## src/dtrt_pkg.sv

```systemverilog
package dtrt_pkg;

    typedef enum logic [2:0] {
        ACT_TICK      = 3'd0,
        ACT_READ_DIV  = 3'd1,
        ACT_READ_CNT  = 3'd2,
        ACT_WRITE_CNT = 3'd3,
        ACT_RESET_DIV = 3'd4,
        ACT_WRITE_CTL = 3'd5,
        ACT_WRITE_MOD = 3'd6,
        ACT_NONE      = 3'd7
    } action_t;

    localparam int DIV_WIDTH      = 14;
    localparam int DIV_READ_SHIFT = 6;
    localparam int CTRL_ENABLE    = 2;

    typedef struct packed {
        logic [7:0] read_data;
        logic       timer_irq;
        logic [7:0] counter_now;
    } result_t;

    // Low bits of the divider count that must be zero for the counter to step.
    function automatic logic [DIV_WIDTH-1:0] period_mask(input logic [1:0] sel);
        logic [DIV_WIDTH-1:0] mask;
        case (sel)
            2'd0:    mask = DIV_WIDTH'(14'h00FF);
            2'd1:    mask = DIV_WIDTH'(14'h0003);
            2'd2:    mask = DIV_WIDTH'(14'h000F);
            2'd3:    mask = DIV_WIDTH'(14'h003F);
            default: mask = DIV_WIDTH'(14'h00FF);
        endcase
        return mask;
    endfunction

endpackage

```

## src/dtrt_core.sv

```systemverilog
module dtrt_core
    import dtrt_pkg::*;
(
    input  logic       clk,
    input  logic       rst_n,
    input  logic       step,
    input  logic [2:0] action,
    input  logic [7:0] data,
    output result_t    result
);

    logic [DIV_WIDTH-1:0] div_reg, div_next;
    logic [7:0]           cnt_reg, cnt_next;
    logic [7:0]           mod_reg, mod_next;
    logic [2:0]           ctl_reg, ctl_next;
    logic                 pend_reg, pend_next;
    logic [7:0]           rel_reg, rel_next;
    logic [DIV_WIDTH-1:0] div_inc;
    logic [7:0]           rd;
    logic                 irq;

    assign div_inc = div_reg + DIV_WIDTH'(1);

    always_comb
    begin
        div_next  = div_reg;
        cnt_next  = cnt_reg;
        mod_next  = mod_reg;
        ctl_next  = ctl_reg;
        pend_next = pend_reg;
        rel_next  = rel_reg;
        rd        = 8'd0;
        irq       = 1'b0;
        case (action_t'(action))
            ACT_TICK:
            begin
                div_next = div_inc;
                if (ctl_reg[CTRL_ENABLE])
                begin
                    if (pend_reg)
                    begin
                        cnt_next  = rel_reg;
                        pend_next = 1'b0;
                    end
                    else if ((div_inc & period_mask(ctl_reg[1:0])) == '0)
                    begin
                        if (cnt_reg == 8'hFF)
                        begin
                            cnt_next  = 8'd0;
                            pend_next = 1'b1;
                            rel_next  = mod_reg;
                            irq       = 1'b1;
                        end
                        else
                        begin
                            cnt_next = cnt_reg + 8'd1;
                        end
                    end
                end
            end
            ACT_READ_DIV:  rd = div_reg[DIV_WIDTH-1:DIV_READ_SHIFT];
            ACT_READ_CNT:  rd = cnt_reg;
            ACT_WRITE_CNT:
            begin
                // A write is lost while the counter holds zero before its reload.
                if (!pend_reg)
                    cnt_next = data;
            end
            ACT_RESET_DIV: div_next = '0;
            ACT_WRITE_CTL:
            begin
                if (data[2:0] != ctl_reg)
                begin
                    if (!data[CTRL_ENABLE])
                        pend_next = 1'b0;
                    ctl_next = data[2:0];
                end
            end
            ACT_WRITE_MOD: mod_next = data;
            default: ;
        endcase
    end

    assign result.read_data   = rd;
    assign result.timer_irq   = irq;
    assign result.counter_now = cnt_next;

    always_ff @(posedge clk or negedge rst_n)
    begin
        if (!rst_n)
        begin
            div_reg  <= '0;
            cnt_reg  <= '0;
            mod_reg  <= '0;
            ctl_reg  <= '0;
            pend_reg <= 1'b0;
            rel_reg  <= '0;
        end
        else if (step)
        begin
            div_reg  <= div_next;
            cnt_reg  <= cnt_next;
            mod_reg  <= mod_next;
            ctl_reg  <= ctl_next;
            pend_reg <= pend_next;
            rel_reg  <= rel_next;
        end
    end

endmodule

```

## src/divider_tapped_reload_timer.sv

```systemverilog
// Divider-tapped timer with modulo reload.
// Input channel (in_valid/in_ready, action, data): each word is one machine
// tick or one register access (read divider, read counter, write counter,
// reset divider, write control, write modulo).
// Output channel (out_valid/out_ready, read_data, timer_irq, counter_now):
// exactly one word per input word, in order.
// The timer state updates at the accepting edge; the result word goes to the
// output register, or to the skid register while the output is stalled.
// Throughput is one word per cycle while the skid register is empty; all
// work is a single pass of short logic between the input ports and the output
// register. When the receiver stalls, one further result is parked in a skid
// register; in_ready drops only while that skid register is occupied.
// Reset clears all timer state (divider, counter, modulo, control, pending
// reload) and empties the output stage.
module divider_tapped_reload_timer
    import dtrt_pkg::*;
(
    input  logic       clk,
    input  logic       rst_n,
    input  logic       in_valid,
    output logic       in_ready,
    input  logic [2:0] action,
    input  logic [7:0] data,
    output logic       out_valid,
    input  logic       out_ready,
    output logic [7:0] read_data,
    output logic       timer_irq,
    output logic [7:0] counter_now
);

    result_t res;
    result_t out_reg;
    result_t skid_reg;
    logic    out_valid_reg;
    logic    skid_valid_reg;
    logic    push;
    logic    pop;

    assign in_ready = !skid_valid_reg;
    assign push     = in_valid && in_ready;
    assign pop      = out_valid_reg && out_ready;

    dtrt_core u_core (
        .clk    (clk),
        .rst_n  (rst_n),
        .step   (push),
        .action (action),
        .data   (data),
        .result (res)
    );

    always_ff @(posedge clk or negedge rst_n)
    begin
        if (!rst_n)
        begin
            out_valid_reg  <= 1'b0;
            skid_valid_reg <= 1'b0;
        end
        else if (skid_valid_reg)
        begin
            if (pop)
                skid_valid_reg <= 1'b0;
        end
        else if (push)
        begin
            if (out_valid_reg && !pop)
                skid_valid_reg <= 1'b1;
            else
                out_valid_reg <= 1'b1;
        end
        else if (pop)
        begin
            out_valid_reg <= 1'b0;
        end
    end

    always_ff @(posedge clk)
    begin
        if (skid_valid_reg)
        begin
            if (pop)
                out_reg <= skid_reg;
        end
        else if (push)
        begin
            if (out_valid_reg && !pop)
                skid_reg <= res;
            else
                out_reg <= res;
        end
    end

    assign out_valid   = out_valid_reg;
    assign read_data   = out_reg.read_data;
    assign timer_irq   = out_reg.timer_irq;
    assign counter_now = out_reg.counter_now;

    a_skid_behind_out: assert property (@(posedge clk) disable iff (!rst_n)
        skid_valid_reg |-> out_valid_reg)
        else $error("skid word held without an output word");

    a_irq_shape: assert property (@(posedge clk) disable iff (!rst_n)
        (out_valid_reg && out_reg.timer_irq) |->
            (out_reg.counter_now == 8'd0 && out_reg.read_data == 8'd0))
        else $error("overflow word must show a zero counter and no read data");

    a_skid_drains: assert property (@(posedge clk) disable iff (!rst_n)
        (skid_valid_reg && out_ready) |=> (!skid_valid_reg && out_valid_reg))
        else $error("skid word not moved to the output register");

endmodule

```

## config.mk

```make
export PLATFORM = sky130hd
export DESIGN_NAME = divider_tapped_reload_timer
export DESIGN_NICKNAME = d
export VERILOG_FILES = /design/src/dtrt_pkg.sv /design/src/dtrt_core.sv /design/src/divider_tapped_reload_timer.sv
export SDC_FILE = /design/constraint.sdc
export NUM_CORES = 1
export LEC_CHECK = 0
export BUFFER_PORTS_ARGS = -buffer_cell sky130_fd_sc_hd__buf_4
export CAP_MARGIN = 20
export CORE_MARGIN = 1
export CORE_UTILIZATION = 50
export DETAILED_ROUTE_END_ITERATION = 6
export GPL_TIMING_DRIVEN = 0
export PLACE_DENSITY = 0.77
export RECOVER_POWER = 50
export SLEW_MARGIN = 0
export SYNTH_ARGS = -nofsm -noshare
export SYNTH_HDL_FRONTEND = slang
export SYNTH_SLANG_ARGS = --single-unit
```

## constraint.sdc

```tcl
create_clock -name clk -period 3.6 [get_ports clk]
set_input_delay 0.72 -clock clk [delete_from_list [all_inputs] [get_ports clk]]
set_output_delay 0.72 -clock clk [all_outputs]
set_load 0.01 [all_outputs]
```

# Yosys cells after proc, flatten, opt, wreduce, memory -nomap -nowiden
# Index checks and enable logic that the tools add are counted.
op_classes:
  eq_ne: 17
  n_mux: 32
  add_sub_neg: 2
  n_div: 0
  shift: 0
  n_mul: 0
  reduce_logical: 20
  bitwise_logic: 3
  n_lt_le_gt_ge: 0
ops:
  columns: ["cell", "n"]
  rows:
  - ["17-bit two-way mux", 4]
  - ["14-bit case mux with 4 select lines", 1]
  - ["14-bit two-way mux", 3]
  - ["8-bit two-way mux", 5]
  - ["8-bit case mux with 2 select lines", 2]
  - ["14-bit case mux with 2 select lines", 1]
  - ["1-bit two-way mux", 15]
  - ["14-bit by 1-bit adder with 14-bit output (second input constant)", 1]
  - ["14-bit AND", 1]
  - ["14-bit logical NOT", 1]
  - ["3-bit AND reduction", 4]
  - ["3-bit equality test (second input constant)", 3]
  - ["8-bit by 1-bit adder with 8-bit output (second input constant)", 1]
  - ["8-bit equality test (second input constant)", 1]
  - ["2-bit nonzero test", 4]
  - ["3-bit by 2-bit equality test with 1-bit output (second input constant)", 2]
  - ["2-bit by 1-bit != test with 1-bit output (second input constant)", 3]
  - ["2-bit != test (second input constant)", 3]
  - ["6-bit AND reduction", 1]
  - ["5-bit AND reduction", 1]
  - ["2-bit equality test (second input constant)", 2]
  - ["2-bit AND reduction", 2]
  - ["3-bit by 1-bit equality test with 1-bit output (second input constant)", 1]
  - ["1-bit logical AND", 3]
  - ["7 further kinds", 9]
totals:
  inputBits: 15
  n_memories: 0
  latchBits: 0
  mem_bits_ro: 0
  ff_bits: 78
  mem_bits_rw: 0

# Longest topological paths before layout
depth:
  depth_word: 14
  ltp_mapped: 9

# Cells and area by module
# From an unflattened synthesis, not the netlist that was laid out.
unflattened:
  cells_unflattened: 401
  hier_area_um2: 4391.7
by_module_without_submodules:
  columns: ["module", "seq_area_each_um2", "cells_each", "n_inst", "area_per_inst_um2"]
  rows:
  - ["dtrt_core", 1051.0, 335, 1, 2981.6]
  - ["divider_tapped_reload_timer", 1071.0, 66, 1, 1410.1]

# Worst setup path before layout
# No wires, ideal clock.
synth_timing:
  path_type: "reg-to-reg"
  start: "reg u_core.div_reg[0]"
  end: "reg out_reg, in the netlist counter_now[7], data pin"
  slack_ps: 1131
  arrival_ps: 2201
  stages_incl_launch_ff: 8
  setup_time_ps: 268
  required_time_ps: 3332
  cell_sequence: "dfrtp_1 ha_1 nand3_4 o41ai_2 nor3b_2 or4_1 a211oi_2 o31ai_1"
synth_between:
  elab_chain_cells: 10
synth_rtl:
  columns: ["item", "line", "text"]
  rows:
  - ["start, declared", "dtrt_core.sv:12", "logic [DIV_WIDTH-1:0] div_reg, div_next;"]
  - ["start signal, assigned", "dtrt_core.sv:101", "div_reg <= div_next;"]
  - ["14-bit by 1-bit adder with 14-bit output", "dtrt_core.sv:22", "assign div_inc = div_reg + DIV_WIDTH'(1);"]
  - ["14-bit AND", "dtrt_core.sv:45", "else if ((div_inc & period_mask(ctl_reg[1:0])) == '0)"]
  - ["14-bit logical NOT", "dtrt_core.sv:45", null]
  - ["8-bit two-way mux", "dtrt_core.sv:45", null]
  - ["8-bit two-way mux", "dtrt_core.sv:40", "if (pend_reg)"]
  - ["8-bit two-way mux", "dtrt_core.sv:38", "if (ctl_reg[CTRL_ENABLE])"]
  - ["8-bit case mux with 2 select lines", "dtrt_core.sv:34", "case (action_t'(action))"]
  - ["17-bit two-way mux", "divider_tapped_reload_timer.sv:86", "if (out_valid_reg && !pop)"]
  - ["17-bit two-way mux", "divider_tapped_reload_timer.sv:84", "else if (push)"]
  - ["17-bit two-way mux", "divider_tapped_reload_timer.sv:79", "if (skid_valid_reg)"]
  - ["end signal, assigned", "divider_tapped_reload_timer.sv:82", "out_reg <= skid_reg;"]
  - ["end signal, assigned", "divider_tapped_reload_timer.sv:89", "out_reg <= res;"]
  - ["end, declared", "divider_tapped_reload_timer.sv:32", "result_t out_reg;"]
# Every way passes these cells. The select of a mux whose other input is x is not followed.
# A chain may end at the register's enable or synchronous reset.

# Worst setup path after layout
layout_timing:
  start: "reg u_core.div_reg[0]"
  end: "reg out_reg, in the netlist counter_now[1], data pin"
# The elaborated chain is that of the path after synthesis.

==> flow_summary_export.csv <==
group,metric,value,unit
sta,max-slew-margin-rel,-63.6,%
global_routing,grt_pass1_vias,3254,
clock_tree,path_clk_slew,0.08,ns
die,die_height,94.9,µm
setup_path,start_kind,"flop",
global_routing,overflow,0,
clock_tree,cts-buffers-inserted,9,
setup_path,r2r_cells,7,
setup_path,crit_chain,"ha_1 -> nand3_4 -> xnor2_1 -> o2111ai_2 -> or3_4 -> a311oi_1 -> a21oi_1",
die,io_pins,34,
min_path,whs_path_depth,1,
synth,yosysTopAreaCell,"dfrtp_1",
finish,largest_reg_flops,17,
finish,n_fill_cell,717,
global_routing,track_usage,24.0,%
placed_design,io_buffers,33,
clock_tree,postCtsResizedCells,0,
synth,synth-edff-count,34,
synth,avgSynthCellArea,10.1,µm²
setup_path,critPathKind,"reg2reg",
synth,mappedNetlistArea,4310,µm²
synth,ys_async_sr_fraction,56.4,%
die,die_x,94.9,µm
synth,ys_seq_elements,78,
clock_tree,cts_max_level,3,
placed_design,dp.final_hpwl,7160,µm
routing,avgRoutedWirePerCell,17.3,µm
routing,viasPerCell,6.06,
synth,synth_top_area_share,25.5,%
setup_path,cpPeakStageDelay,0.61,ns
sta,fin_crit_sh,84.6,%
placed_design,gp_congestion,0.915,
sta,rsz0062_at_grt,"no",
sta,tightest_slew,2.45,ns
die,initial_core_util,52.0,%
global_routing,grt_pass1_wl,16200,µm
synth,synth_ff_type,"dfrtp_1",
finish,seq_area,2120,µm²
setup_path,crit_path_end_kind,"flop",
synth,yosysMostFrequentCell,"dfrtp_1",
sta,fmax,0.328,GHz
sta,finClkSkew,0.00713,ns
finish,layout.nets,491,
sta,fin_tns_setup,0,ns
power_and_ir_drop,power.density,705,nW/µm²
die,rows,33,
routing,routed_wirelength,10100,µm
routing,dr.pass1.iters,5,
setup_path,cp.arrival,3.13,ns
setup_path,crit_cells,7,
power_and_ir_drop,ir_drop,0.307,mV
clock_tree,cts_tree,"yes",
routing,ant_nets,0,
synth,yosys_warnings,0,
run_status,status,"finished with violations",
routing,route.vias.total,3515,
synth,synth_commonest_cells,"dfrtp_1, nand2_1, nor2_1, edfxtp_1, o21ai_0",
sta,whs,0.491,ns
clock_tree,clock_sinks,78,
sta,setup_viol,0,
die,die_area,9000,µm²
sta,slew_viol_final,45,
setup_path,critPathBufInv,0,
die,coreArea,8300,µm²
synth,netlist-cell-type-count,62,
finish,multiInputGateArea,2030,µm²
synth,synth_area_leaders,"dfrtp_1, edfxtp_1, nand2_1, nor2_1, o21ai_0",
synth,seq_area_frac_synth,49.2,%
setup_path,required,3.68,ns
setup_path,critPathSlowestCell,"a311oi_1",
run_status,violations,"capacitance limit, slew limit",
synth,synthesis.nets,445,
clock_tree,holdBufCountCts,0,
synth,syn_inst,425,
global_routing,grt_antenna_before_repair,0,
setup_path,worstPathMaxFanout,9,
finish,drive_above_1_share,11.8,%
clock_tree,worstSkewPairLatency,0.36,ns
routing,drt_iter0_markers,262,
routing,drc,0,
power_and_ir_drop,power_leakage,1.86,nW
finish,layout-area-overhead-vs-synth,12.5,%
sta,period_minus_slack,3.05,ns
clock_tree,clock-root-buffer,"clkbuf_8",
finish,num_antenna_cells,0,
global_routing,grt_max_degree,45,
sta,hold_viol,0,
clock_tree,cts.path.max_buffers,2,
job,maxCapViolations,1,
min_path,worstHoldPathType,"reg2reg",
setup_path,path_delay_family,"compound AO/OA/AOI/OAI gates",
clock_tree,postCtsSetupBuffers,0,
-- kinds of logic after synthesis --
family | Yosys count | synth area share, %
multiplexers | 27 | 7.05
buffers and inverters | 40 | 3.66
XOR/XNOR | 12 | 2.44
AND/OR/NAND/NOR | 159 | 19.6
adder cells (fa/ha/maj) | 5 | 1.45
AO/OA/AOI/OAI | 104 | 16.6
flip-flops | 78 | 49.2
-- final cells by class --
| type | instances | share of cell area (%) |
|---|---|---|
| tap | 105 | 2.71 |
| timing repair buffer | 35 | 3.74 |
| multi-input combinational | 307 | 41.9 |
| clock inverter | 5 | 2.06 |
| sequential | 78 | 43.7 |
| inverter | 10 | 0.774 |
| buffer | 30 | 2.45 |
| clock buffer | 10 | 2.63 |
-- path summary, 6_finish.rpt --
check,start,endpoint,slack [ns]
max in group asynchronous,rst_n,u_core.cnt_reg[7],1.09
setup / recovery,u_core.div_reg[0],counter_now[1],0.55
hold reg to reg,u_core.mod_reg[5],u_core.rel_reg[5],0.49
min in group asynchronous,rst_n,u_core.div_reg[0],1.10
setup reg to reg,u_core.div_reg[0],counter_now[1],0.55
hold / removal,u_core.mod_reg[5],u_core.rel_reg[5],0.49
-- per-stage QoR --
step | utilization (%) | total power [mW] | setup slack, ns | instances | cell area, µm²
global placement | 56.5 | 2.65 | 0.604 | 563 | 4690
floorplan | - | 2.26 | 1.13 | 425 | 4310
finish | 58.5 | 3.42 | 0.553 | 580 | 4850
global route | 58.5 | 3.62 | 0.382 | 580 | 4850
detailed placement | 56.7 | 2.72 | 0.600 | 564 | 4700
CTS | 59.4 | 3.49 | 0.574 | 579 | 4930
-- cells in the final DEF, fill, tap and decap left out, types with 10 or more instances in the layout --
cell type | netlist | final
clkbuf_1 | 22 | 47
dfrtp_1 | 44 | 44
nand2_1 | 43 | 43
nor2_1 | 37 | 37
edfxtp_1 | 34 | 34
o21ai_0 | 27 | 27
a21oi_1 | 21 | 21
o31ai_1 | 17 | 17
buf_4 | 1 | 12
mux2_2 | 11 | 11
inv_1 | 9 | 10
nor2b_1 | 10 | 10
and3_1 | 10 | 10
-- routing by layer --
layer  share of wire [%]  global-route usage (%)  vias to the layer above
li1                    -                       -                     1660
met1                  46                    32.7                     1694
met2                  44                    36.0                      142
met3                 6.9                    5.64                       19
met4                 2.2                    11.0                        0
met5                   0                       0                        -
-- worst register-to-register path: cells and delay by family, from the launching register on --
kind / cells / cell delay (ns)
xor gates and xnor gates: 1 / 0.21
AOI/OAI and AO/OA: 3 / 1.09
adders and majority gates: 1 / 0.34
DFF: 1 / 0.44
and+or+nand+nor: 2 / 0.70
-- power by group --
| part | total, mW | switching (mW) | internal, mW |
|---|---|---|---|
| Combinational | 1.27 | 0.810 | 0.456 |
| Clock | 0.774 | 0.319 | 0.455 |
| Sequential | 1.38 | 0.145 | 1.23 |
| Total | 3.42 | 1.27 | 2.14 |
No activity file was read; power rests on OpenSTA's default activity.
